$ cat config.mk
export PLATFORM = sky130hd
export DESIGN_NAME = manchester_ir_frame_decoder_unit
export DESIGN_NICKNAME = d
export VERILOG_FILES = /design/src/sv/mird_pkg.sv /design/src/sv/manchester_ir_frame_decoder_unit.sv
export SDC_FILE = /design/constraint.sdc
export NUM_CORES = 1
export LEC_CHECK = 0
export BUFFER_PORTS_ARGS = -buffer_cell sky130_fd_sc_hd__buf_2
export CAP_MARGIN = 20
export CORE_ASPECT_RATIO = 1.4
export CORE_MARGIN = 2
export CORE_UTILIZATION = 40
export DETAILED_ROUTE_END_ITERATION = 8
export PLACE_DENSITY_LB_ADDON = 0.12
export SYNTH_ARGS = -nofsm -noshare
export SYNTH_HDL_FRONTEND = slang
export SYNTH_SLANG_ARGS = --single-unit
$ cat constraint.sdc
create_clock -name clk -period 5.2 [get_ports clk]
set_clock_uncertainty 0.1 [all_clocks]
set_input_delay 1.3 -clock clk [delete_from_list [all_inputs] [get_ports clk]]
set_output_delay 1.3 -clock clk [all_outputs]
set_load 0.05 [all_outputs]
$ cat src/sv/mird_pkg.sv
// shared types and constants for the manchester ir frame decoder
package mird_pkg;

    localparam logic [3:0] FRAME_BITS = 4'd14;

    typedef enum logic [1:0] {
        ST_BUSY  = 2'd0,
        ST_DONE  = 2'd1,
        ST_ERROR = 2'd2
    } status_t;

    typedef enum logic [2:0] {
        CFG_HALF_BIT_TIME    = 3'd0,
        CFG_FULL_BIT_TIME    = 3'd1,
        CFG_TIMING_TOLERANCE = 3'd2,
        CFG_EXPECTED_ADDRESS = 3'd3,
        CFG_MISC_LAST_CODE   = 3'd4,
        CFG_PATH_CODE_FIRST  = 3'd5,
        CFG_PATH_CODE_LAST   = 3'd6,
        CFG_INVALID_NIBBLE   = 3'd7
    } cfg_index_t;

    localparam logic [15:0] HALF_BIT_TIME_RST    = 16'd889;
    localparam logic [15:0] FULL_BIT_TIME_RST    = 16'd1778;
    localparam logic [15:0] TIMING_TOLERANCE_RST = 16'd200;
    localparam logic [1:0]  EXPECTED_ADDRESS_RST = 2'd1;
    localparam logic [7:0]  MISC_LAST_CODE_RST   = 8'd7;
    localparam logic [7:0]  PATH_CODE_FIRST_RST  = 8'd16;
    localparam logic [7:0]  PATH_CODE_LAST_RST   = 8'd31;
    localparam logic [3:0]  INVALID_NIBBLE_RST   = 4'd8;

    localparam logic [1:0]  START_BITS = 2'b11;

    // true when len lies within tol of nom, lower bound clamped at zero
    function automatic logic near_nominal(
        input logic [15:0] len,
        input logic [15:0] nom,
        input logic [15:0] tol
    );
        logic [16:0] lo_sum;
        logic [16:0] hi_sum;
        lo_sum = {1'b0, len} + {1'b0, tol};
        hi_sum = {1'b0, nom} + {1'b0, tol};
        return (lo_sum >= {1'b0, nom}) && ({1'b0, len} <= hi_sum);
    endfunction

endpackage

$ cat src/sv/manchester_ir_frame_decoder_unit.sv
// Manchester IR frame decoder: pulse classing, bit assembly and frame check.
// Path: input register, then result register; an item waits in the input register while a result stalls.
// Throughput: one item per cycle while out_ready holds; the decoder state updates as an item moves to the result.
// The result register parts the sides, so a new item fills an empty input register while a result waits.
// Reset: asynchronous, active low; config registers return to defaults, valid flags clear and the decoder clears.
module manchester_ir_frame_decoder_unit
    import mird_pkg::*;
(
    input  logic        clk,
    input  logic        rst_n,
    input  logic        in_valid,
    output logic        in_ready,
    input  logic        action,
    input  logic        pulse_level,
    input  logic [15:0] pulse_length,
    output logic        out_valid,
    input  logic        out_ready,
    output logic [1:0]  status,
    output logic        frame_toggle,
    output logic        frame_kind,
    output logic [7:0]  frame_payload,
    input  logic        cfg_we,
    input  logic [2:0]  cfg_index,
    input  logic [15:0] cfg_data
);

    // configuration
    logic [15:0] half_bit_time_reg;
    logic [15:0] full_bit_time_reg;
    logic [15:0] timing_tolerance_reg;
    logic [1:0]  expected_address_reg;
    logic [7:0]  misc_last_code_reg;
    logic [7:0]  path_code_first_reg;
    logic [7:0]  path_code_last_reg;
    logic [3:0]  invalid_nibble_reg;

    // input register
    logic        in_valid_reg;
    logic        action_reg;
    logic        level_reg;
    logic [15:0] length_reg;

    // decoder state
    logic [3:0]  bit_count_reg,        bit_count_next;
    logic        half_phase_reg,       half_phase_next;
    logic        first_half_level_reg, first_half_level_next;
    logic [13:0] bit_shift_reg,        bit_shift_next;
    logic        held_toggle_reg,      held_toggle_next;
    logic        held_kind_reg,        held_kind_next;
    logic [7:0]  held_payload_reg,     held_payload_next;

    // result register
    logic        out_valid_reg;
    status_t     status_reg,           status_next;
    logic        toggle_reg;
    logic        kind_reg;
    logic [7:0]  payload_reg;

    logic advance;

    assign advance  = in_valid_reg && (!out_valid_reg || out_ready);
    assign in_ready = !in_valid_reg || advance;

    always_ff @(posedge clk or negedge rst_n)
    begin
        if (!rst_n)
        begin
            half_bit_time_reg    <= HALF_BIT_TIME_RST;
            full_bit_time_reg    <= FULL_BIT_TIME_RST;
            timing_tolerance_reg <= TIMING_TOLERANCE_RST;
            expected_address_reg <= EXPECTED_ADDRESS_RST;
            misc_last_code_reg   <= MISC_LAST_CODE_RST;
            path_code_first_reg  <= PATH_CODE_FIRST_RST;
            path_code_last_reg   <= PATH_CODE_LAST_RST;
            invalid_nibble_reg   <= INVALID_NIBBLE_RST;
        end
        else if (cfg_we)
        begin
            case (cfg_index_t'(cfg_index))
                CFG_HALF_BIT_TIME:    half_bit_time_reg    <= cfg_data;
                CFG_FULL_BIT_TIME:    full_bit_time_reg    <= cfg_data;
                CFG_TIMING_TOLERANCE: timing_tolerance_reg <= cfg_data;
                CFG_EXPECTED_ADDRESS: expected_address_reg <= cfg_data[1:0];
                CFG_MISC_LAST_CODE:   misc_last_code_reg   <= cfg_data[7:0];
                CFG_PATH_CODE_FIRST:  path_code_first_reg  <= cfg_data[7:0];
                CFG_PATH_CODE_LAST:   path_code_last_reg   <= cfg_data[7:0];
                CFG_INVALID_NIBBLE:   invalid_nibble_reg   <= cfg_data[3:0];
                default: ;
            endcase
        end
    end

    always_ff @(posedge clk or negedge rst_n)
    begin
        if (!rst_n)
        begin
            in_valid_reg <= 1'b0;
        end
        else if (in_ready)
        begin
            in_valid_reg <= in_valid;
        end
    end

    always_ff @(posedge clk)
    begin
        if (in_ready && in_valid)
        begin
            action_reg <= action;
            level_reg  <= pulse_level;
            length_reg <= pulse_length;
        end
    end

    // one pulse carries one or two half-bits, so at most two steps
    always_comb
    begin
        logic is_half;
        logic is_full;
        logic run;
        logic [3:0]  cnt;
        logic        hp;
        logic        fhl;
        logic [13:0] sh;
        logic [7:0]  data;
        logic        frame_good;
        logic        misc_good;
        logic        move_good;

        is_half = near_nominal(length_reg, half_bit_time_reg, timing_tolerance_reg);
        is_full = near_nominal(length_reg, full_bit_time_reg, timing_tolerance_reg);
        cnt = bit_count_reg;
        hp  = half_phase_reg;
        fhl = first_half_level_reg;
        sh  = bit_shift_reg;
        run = 1'b1;
        data = 8'd0;
        misc_good = 1'b0;
        move_good = 1'b0;
        frame_good = 1'b0;

        held_toggle_next  = held_toggle_reg;
        held_kind_next    = held_kind_reg;
        held_payload_next = held_payload_reg;
        status_next       = ST_BUSY;

        if (action_reg)
        begin
            cnt = 4'd0;
            hp  = 1'b0;
            fhl = 1'b0;
            sh  = 14'd0;
            held_toggle_next  = 1'b0;
            held_kind_next    = 1'b0;
            held_payload_next = 8'd0;
        end
        else if (cnt >= FRAME_BITS)
        begin
            status_next = ST_ERROR;
        end
        else if (!is_half && !is_full)
        begin
            status_next = ST_ERROR;
        end
        else
        begin
            for (int i = 0; i < 2; i++)
            begin
                if (run && (i == 0 || !is_half))
                begin
                    if (!hp)
                    begin
                        fhl = level_reg;
                        hp  = 1'b1;
                    end
                    else if (fhl == level_reg)
                    begin
                        status_next = ST_ERROR;
                        run = 1'b0;
                    end
                    else
                    begin
                        // high then low decodes to 1, so the bit is the first level
                        sh  = {sh[12:0], fhl};
                        cnt = cnt + 4'd1;
                        hp  = 1'b0;
                        if (cnt == FRAME_BITS)
                        begin
                            run  = 1'b0;
                            data = sh[7:0];
                            misc_good = (data <= misc_last_code_reg) ||
                                        ((data >= path_code_first_reg) &&
                                         (data <= path_code_last_reg));
                            move_good = (data[3:0] != invalid_nibble_reg) &&
                                        (data[7:4] != invalid_nibble_reg);
                            frame_good = (sh[13:12] == START_BITS) &&
                                         (sh[10:9] == expected_address_reg) &&
                                         (sh[8] ? move_good : misc_good);
                            if (frame_good)
                            begin
                                status_next       = ST_DONE;
                                held_toggle_next  = sh[11];
                                held_kind_next    = sh[8];
                                held_payload_next = data;
                            end
                            else
                            begin
                                status_next = ST_ERROR;
                            end
                        end
                    end
                end
            end
        end

        bit_count_next        = cnt;
        half_phase_next       = hp;
        first_half_level_next = fhl;
        bit_shift_next        = sh;
    end

    always_ff @(posedge clk or negedge rst_n)
    begin
        if (!rst_n)
        begin
            bit_count_reg        <= 4'd0;
            half_phase_reg       <= 1'b0;
            first_half_level_reg <= 1'b0;
            bit_shift_reg        <= 14'd0;
            held_toggle_reg      <= 1'b0;
            held_kind_reg        <= 1'b0;
            held_payload_reg     <= 8'd0;
        end
        else if (advance)
        begin
            bit_count_reg        <= bit_count_next;
            half_phase_reg       <= half_phase_next;
            first_half_level_reg <= first_half_level_next;
            bit_shift_reg        <= bit_shift_next;
            held_toggle_reg      <= held_toggle_next;
            held_kind_reg        <= held_kind_next;
            held_payload_reg     <= held_payload_next;
        end
    end

    always_ff @(posedge clk or negedge rst_n)
    begin
        if (!rst_n)
        begin
            out_valid_reg <= 1'b0;
        end
        else if (advance)
        begin
            out_valid_reg <= 1'b1;
        end
        else if (out_ready)
        begin
            out_valid_reg <= 1'b0;
        end
    end

    always_ff @(posedge clk)
    begin
        if (advance)
        begin
            status_reg  <= status_next;
            toggle_reg  <= held_toggle_next;
            kind_reg    <= held_kind_next;
            payload_reg <= held_payload_next;
        end
    end

    assign out_valid     = out_valid_reg;
    assign status        = status_reg;
    assign frame_toggle  = toggle_reg;
    assign frame_kind    = kind_reg;
    assign frame_payload = payload_reg;

`ifndef SYNTHESIS
    a_count_range: assert property (@(posedge clk) disable iff (!rst_n)
        bit_count_reg <= FRAME_BITS)
        else $error("bit count past frame length");

    a_frame_sticky: assert property (@(posedge clk) disable iff (!rst_n)
        (bit_count_reg == FRAME_BITS) && !(advance && action_reg)
        |=> bit_count_reg == FRAME_BITS)
        else $error("finished frame left without restart");

    a_no_half_after_frame: assert property (@(posedge clk) disable iff (!rst_n)
        half_phase_reg |-> bit_count_reg < FRAME_BITS)
        else $error("pending half-bit after full frame");

    a_done_means_full: assert property (@(posedge clk) disable iff (!rst_n)
        out_valid_reg && (status_reg == ST_DONE) |-> bit_count_reg == FRAME_BITS)
        else $error("done shown without a full frame");
`endif

endmodule
# Word-level counts from Yosys, hierarchy flattened
# Cells that the tools add are included.
[classes]
n_reduce_logical = 34
add_sub_neg = 5
n_shift = 0
n_lt_le_gt_ge = 11
multipliers = 0
bitwise_logic = 0
mux = 99
eq_ne = 21
div = 0
[ops]
columns = ["cell", "count"]
rows = [
  ["14-bit two-way mux", 11],
  ["8-bit two-way mux", 12],
  ["1-bit two-way mux", 54],
  ["16-bit by 16-bit adder with 17-bit output", 3],
  ["4-bit two-way mux", 11],
  ["17-bit by 16-bit greater-or-equal comparator with 1-bit output", 2],
  ["16-bit by 17-bit <= comparator with 1-bit output", 2],
  ["8-bit <= comparator", 4],
  ["2-bit two-way mux", 11],
  ["8-bit greater-or-equal comparator", 2],
  ["4-bit != test", 4],
  ["2-bit AND reduction", 8],
  ["1-bit logical AND", 14],
  ["3-bit == test (second input constant)", 4],
  ["4-bit by 1-bit adder with 4-bit output (second input constant)", 2],
  ["4-bit == test (second input constant)", 2],
  ["3-bit by 2-bit == test with 1-bit output (second input constant)", 2],
  ["2-bit == test", 2],
  ["2-bit == test (second input constant)", 2],
  ["4-bit greater-or-equal comparator (second input constant)", 1],
  ["1-bit zero test", 4],
  ["1-bit logical OR", 4],
  ["2-bit != test (second input constant)", 2],
  ["3-bit by 1-bit == test with 1-bit output (second input constant)", 1],
  ["5 further kinds", 6],
]
[word_totals]
register_bits = 140
word_cells = 195
latch_bits = 0
mem_bits_rw = 0
n_memories = 0
romBits = 0

# Depth between registers and ports, before layout
[depth]
depth_word = 21
mapped_depth = 22
ltp_nobuf = 21

# Least setup slack after synthesis
# OpenSTA, ideal clock, no wires.
[synth_timing]
path_kind = "register to register"
from = "register timing_tolerance_reg[1]"
to = "register bit_count_reg[0]"
required_time_ps = 4975
synth_period_minus_slack_ps = 4272
arrival_time_ps = 4047
setup_slack_ps = 928
setup_ps = 125
path_stages_with_launch = 20
n_path_buf = 1
cell_sequence = "dfrtp_1 > ha_1 > a211o_1 > a211oi_1 > o211a_1 > a2111oi_0 > o21a_1 > o21ai_0 > nand2b_1 > a21oi_1 > xor2_1 > ha_1 > nand3_1 > nor4_1 > a221o_1 > o32ai_4 > a21oi_4 > and2_0 > buf_2 > mux2_2"
[synth_between]
elab_chain_cells = 9
word_cells_on_any_way = 19
cone_classes = "3 x add/sub; 4 x order compare; 1 x eq/ne; 4 x mux; 7 x reduce/logical"
[synth_lines]
columns = ["element", "line", "source"]
rows = [
  ["start, declared", "manchester_ir_frame_decoder_unit.sv:30", "logic [15:0] timing_tolerance_reg;"],
  ["start signal, assigned", "manchester_ir_frame_decoder_unit.sv:82", "CFG_TIMING_TOLERANCE: timing_tolerance_reg <= cfg_data;"],
  ["16-bit by 16-bit adder with 17-bit output (on tied branches)", "mird_pkg.sv:42, mird_pkg.sv:43", ""],
  ["17-bit by 16-bit greater-or-equal comparator with 1-bit output / 16-bit by 17-bit <= comparator with 1-bit output (equally long branches)", "mird_pkg.sv:44", "return (lo_sum >= {1'b0, nom}) && ({1'b0, len} <= hi_sum);"],
  ["1-bit logical AND", "mird_pkg.sv:44", ""],
  ["1-bit zero test", "manchester_ir_frame_decoder_unit.sv:161, manchester_ir_frame_decoder_unit.sv:169", ""],
  ["1-bit logical AND", "manchester_ir_frame_decoder_unit.sv:169", "if (run && (i == 0 || !is_half))"],
  ["4-bit two-way mux", "manchester_ir_frame_decoder_unit.sv:169", ""],
  ["4-bit two-way mux", "manchester_ir_frame_decoder_unit.sv:161", "else if (!is_half && !is_full)"],
  ["4-bit two-way mux", "manchester_ir_frame_decoder_unit.sv:157", "else if (cnt >= FRAME_BITS)"],
  ["4-bit two-way mux", "manchester_ir_frame_decoder_unit.sv:147", "if (action_reg)"],
  ["end signal, assigned", "manchester_ir_frame_decoder_unit.sv:236", "bit_count_reg <= bit_count_next;"],
  ["end, declared", "manchester_ir_frame_decoder_unit.sv:44", "logic [3:0] bit_count_reg, bit_count_next;"],
]
# Parallel ways exist; a longest one is shown, timed or not. The select of a mux whose other input is x is not followed.
# A chain may end at the register's enable or synchronous reset.

# Worst setup path after layout
[layout_timing]
from = "register full_bit_time_reg[1]"
to = "register payload_reg[1] (netlist: frame_payload[1]), data pin"
[layout_between]
elab_chain_cells = 8
word_cells_on_any_way = 9
cone_classes = "1 x add/sub; 2 x order compare; 3 x mux; 3 x reduce/logical"
[layout_lines]
columns = ["element", "line", "source"]
rows = [
  ["start, declared", "manchester_ir_frame_decoder_unit.sv:29", "logic [15:0] full_bit_time_reg;"],
  ["start signal, assigned", "manchester_ir_frame_decoder_unit.sv:81", "CFG_FULL_BIT_TIME: full_bit_time_reg <= cfg_data;"],
  ["16-bit by 16-bit adder with 17-bit output", "mird_pkg.sv:43", "hi_sum = {1'b0, nom} + {1'b0, tol};"],
  ["16-bit by 17-bit <= comparator with 1-bit output", "mird_pkg.sv:44", ""],
  ["1-bit logical AND *", "mird_pkg.sv:44", ""],
  ["1-bit zero test *", "manchester_ir_frame_decoder_unit.sv:161", ""],
  ["1-bit logical AND *", "manchester_ir_frame_decoder_unit.sv:161", ""],
  ["8-bit two-way mux *", "manchester_ir_frame_decoder_unit.sv:161", ""],
  ["8-bit two-way mux *", "manchester_ir_frame_decoder_unit.sv:157", ""],
  ["8-bit two-way mux *", "manchester_ir_frame_decoder_unit.sv:147", ""],
  ["net held_payload_next[1]", "manchester_ir_frame_decoder_unit.sv:50", "logic [7:0] held_payload_reg, held_payload_next;"],
  ["end signal, assigned", "manchester_ir_frame_decoder_unit.sv:269", "payload_reg <= held_payload_next;"],
  ["end, declared", "manchester_ir_frame_decoder_unit.sv:57", "logic [7:0] payload_reg;"],
]
# The timed path passes the listed nets; every way through them passes the cells marked *.

==> metrics <==
cell-internal power=roughly 3.2 mW; routed wire length=24700 µm; slowest cell on the critical path=sky130_fd_sc_hd__dfstp_2; share of power burned in the clock network=26.7%; later-pin clock latency in the skew report=0.43 ns; final cell count without fillers=roughly 1400; via count of the first global-routing pass=about 7600; floorplan core area=0.0241 mm²; cell area after layout=0.0112 mm²; hold_ws=0.405 ns; crit path capture type=register; Inserted Clock Buffers=17; NetSw=1.97 mW; Port Buf Inserts=55; Starting Density=around two fifths; drt first-iter violations=377; CP Buf/Inv Count=2; Slew HR=45.1%; fraction of registers with async set or reset after synthesis=between 70% and 80%; highest achievable clock rate=~200 MHz; count of max-cap constraint violations=0; hold path start=path_code_last_reg[5]$_DFFE_PN0P_; antenna violations before repair=2; reg2reg path depth=20; largest net degree at the start of global routing=48; unique cell type count in the Yosys netlist=66; CP max stage delay=0.53 ns; die span in x=roughly 140 µm; startpoint kind of the worst setup timing path=register; final worst setup slack=roughly 0.29 ns; setup TNS after final layout=0 ns; number of nets at the end of the flow=1216; number of synthesized register bits=139; number of hold-slack violations in the final timing report=0; synthesized area per cell=10.1 µm²; slack of the worst reg-to-reg path=0.29 ns; DR pass1 iterations=4; biggest area contributors in the synthesized netlist=sky130_fd_sc_hd__dfrtp_1, sky130_fd_sc_hd__ha_1, sky130_fd_sc_hd__edfxtp_1; overall via count from detail_route=between 7000 and 8000; sequential power share=28.4%; endpoint arrival time on the critical path=4.99 ns; clock slew at reported path FFs=0.06 ns; area share of the largest cell type after synthesis=about 21%; Hold Path End=path_code_last_reg[5]$_DFFE_PN0P_; part of the power in combinational logic=44.9%; root cell of the clock tree=sky130_fd_sc_hd__clkbuf_16; WP data required=5.27 ns; area of placed instances=roughly 0.010 mm²; cell taking the most area after synthesis=sky130_fd_sc_hd__dfrtp_1; Area Growth Syn to Fin=13.7%; Worst R2R Start=full_bit_time_reg[1]$_DFFE_PN1P_; H-tree levels=4; layout cell share with drive strength beyond 1=18.2%; post-placement setup slack=0.271 ns; standby leakage power=5.06 nW; Inserted Diodes=0; last weighted congestion value of the routability-driven placer=0.837; total standard cell area after synthesis=0.00984 mm²; hpwl dp=19200 µm; buffers inserted by post-CTS timing repair=0; CTS Sinks=139; cell count after synthesis=971; path class of the lowest-slack min-delay path=reg2reg; CTS tree=done; ratio of final minimum period to clock period=94.5%; number of routed nets with antenna violations=0; net count after synthesis=around 1200; pin slew with the least headroom to its limit=0.821 ns; critical path class=reg2reg; wire length of the first global-routing pass=39800 µm; area of the die=about 0.026 mm²; clock period minus final worst setup slack=4.91 ns; total power divided by cell area=approximately 460 mW/mm²; cell-by-cell listing of the critical path=inv_1, fa_1, nor2b_1, o2111ai_1, a31oi_2, a21o_1, a21oi_1, o21bai_1, a21oi_1, xor2_1, ha_1, o21a_1, a211oi_1, o21a_1, a311o_1, o31ai_4, a211oi_4, buf_12, mux2i_1, nor2_1; portion of the post-synthesis area used by sequential elements=37.2%; routed wire length per instance=18.2 µm; switching share of power=38.0%; Final Slew Violations=0; vertical die dimension=190 µm; total gr overflow=0; DR vias/cell=5.42; post-detailed-route DRC marker count=0; largest buffer count on any clock path=2; dominant register cell in the synthesized netlist=sky130_fd_sc_hd__dfrtp_1; total global-route track usage=20.2%; Ports=56; result of the run=finished clean; crit-path leading delay family=compound AO/OA/AOI/OAI gates; Setup-failing EPs final=0; row cnt=67; worst voltage drop across the vdd grid=0.251 mV; total number of yosys warnings=0; terminus of the critical flop-to-flop path=frame_payload[1]$_DFFE_PP_; Max FO, Critical Path=30; Post-Place Cells=1322; RSZ-0062 raised after global routing=false; EDFF count, synth=30; count of cells along the worst hold path=1
-- worst max path at each step --
stage	slack, ns	to	startpoint	cells past startpoint
global placement	0.28	frame_payload[4]$_DFFE_PP_	full_bit_time_reg[1]$_DFFE_PN1P_	20
detailed placement	0.27	frame_payload[1]$_DFFE_PP_	full_bit_time_reg[1]$_DFFE_PN1P_	20
global route	0.01	frame_payload[6]$_DFFE_PP_	length_reg[1]$_DFFE_PP_	20
floorplan	0.93	bit_count_reg[0]$_DFFE_PN0P_	timing_tolerance_reg[1]$_DFFE_PN0P_	19
finish	0.29	frame_payload[1]$_DFFE_PP_	full_bit_time_reg[1]$_DFFE_PN1P_	20
CTS	0.26	frame_payload[1]$_DFFE_PP_	full_bit_time_reg[1]$_DFFE_PN1P_	20
-- routing by layer --
metal / vias up / part of all wire [%] / GRT usage [%]
met4: 2 / 1.2 / 5.13
met3: 19 / 1.9 / 3.20
met2: 64 / 54 / 37.3
li1: 3684 / - / -
met5: - / 0.053 / 0
met1: 3575 / 43 / 23.9
-- through the flow --
stage	power, mW	util, %
after floorplan	3.23	-
after global placement	3.82	43.6
after detailed placement	3.84	43.6
after CTS	5.25	46.4
after global routing	5.61	46.5
final	5.20	46.5
-- cell usage after synthesis, types with 4 or more instances --
cell                        count
sky130_fd_sc_hd__a211o_1        4
sky130_fd_sc_hd__a211oi_1      10
sky130_fd_sc_hd__a21o_1        26
sky130_fd_sc_hd__a21oi_1       66
sky130_fd_sc_hd__a221o_1       11
sky130_fd_sc_hd__a22o_1        15
sky130_fd_sc_hd__a31oi_1        4
sky130_fd_sc_hd__and3_1         5
sky130_fd_sc_hd__clkbuf_1      17
sky130_fd_sc_hd__dfrtp_1       81
sky130_fd_sc_hd__dfstp_2       28
sky130_fd_sc_hd__edfxtp_1      30
sky130_fd_sc_hd__ha_1         139
sky130_fd_sc_hd__inv_1         72
sky130_fd_sc_hd__mux2_2        47
sky130_fd_sc_hd__mux2i_1       12
sky130_fd_sc_hd__nand2_1       69
sky130_fd_sc_hd__nand2b_1      14
sky130_fd_sc_hd__nand3_1       16
sky130_fd_sc_hd__nand4_1       17
sky130_fd_sc_hd__nand4b_1       4
sky130_fd_sc_hd__nor2_1        37
sky130_fd_sc_hd__nor2b_1        7
sky130_fd_sc_hd__nor3_1        20
sky130_fd_sc_hd__nor3b_1       21
sky130_fd_sc_hd__nor4_1         4
sky130_fd_sc_hd__o2111ai_1      4
sky130_fd_sc_hd__o21a_1        16
sky130_fd_sc_hd__o21ai_0       62
sky130_fd_sc_hd__o21bai_1       8
sky130_fd_sc_hd__or3_1          4
sky130_fd_sc_hd__xnor2_1       25
sky130_fd_sc_hd__xor2_1        22
-- cell usage in the layout, fill, tap and decap left out, types with 15 or more instances in the layout --
cell                        count
sky130_fd_sc_hd__a22o_1        15
sky130_fd_sc_hd__xor2_1        22
sky130_fd_sc_hd__buf_2         54
sky130_fd_sc_hd__dfrtp_1       81
sky130_fd_sc_hd__nand3_1       16
sky130_fd_sc_hd__o21a_1        16
sky130_fd_sc_hd__edfxtp_1      30
sky130_fd_sc_hd__o21ai_0       61
sky130_fd_sc_hd__a21oi_1       66
sky130_fd_sc_hd__nor3b_1       19
sky130_fd_sc_hd__a21o_1        26
sky130_fd_sc_hd__nand4_1       17
sky130_fd_sc_hd__nand2_1       69
sky130_fd_sc_hd__dfstp_2       28
sky130_fd_sc_hd__clkbuf_16     18
sky130_fd_sc_hd__nor3_1        19
sky130_fd_sc_hd__mux2_2        47
sky130_fd_sc_hd__inv_1         72
sky130_fd_sc_hd__xnor2_1       25
sky130_fd_sc_hd__ha_1         139
sky130_fd_sc_hd__nor2_1        37
-- cell type report --
| type | instances | area (µm²) |
|---|---|---|
| Clock buffer | 22 | 475 |
| Clock inverter | 10 | 185 |
| Inverter | 72 | 270 |
| Tap cell | 310 | 388 |
| Sequential cell | 139 | 3660 |
| Fill cell | 2285 | 12900 |
| Timing Repair Buffer | 66 | 393 |
| Multi-Input combinational cell | 736 | 5810 |
-- power groups by stage --
stage | sequential [mW] | clock, mW | combinational [mW]
floorplan | 1.45 | 0 | 1.78
global placement | 1.49 | 0 | 2.33
detailed placement | 1.50 | 0 | 2.35
CTS | 1.48 | 1.41 | 2.36
global route | 1.50 | 1.46 | 2.65
finish | 1.48 | 1.39 | 2.33
-- kinds of logic (layout without fill, tap and decap cells) --
family	Yosys count	count (layout)	share of synthesized area [%]
mux	59	59	6.60
simple gates	230	230	12.0
compound gates	258	258	17.9
buf+inv	96	170	3.85
fa+ha+maj	142	142	18.3
xor+xnor	47	47	4.18
flops	139	139	37.2
-- what timing repair did --
action / 4_1_cts / 5_1_grt
hold buffers: 0 / 0
endpoints found under the setup margin: 0 / 36
resized for setup: 0 / 2
endpoints found under the hold margin: 0 / 0
Note: power is estimated with default switching activity, not from simulation.
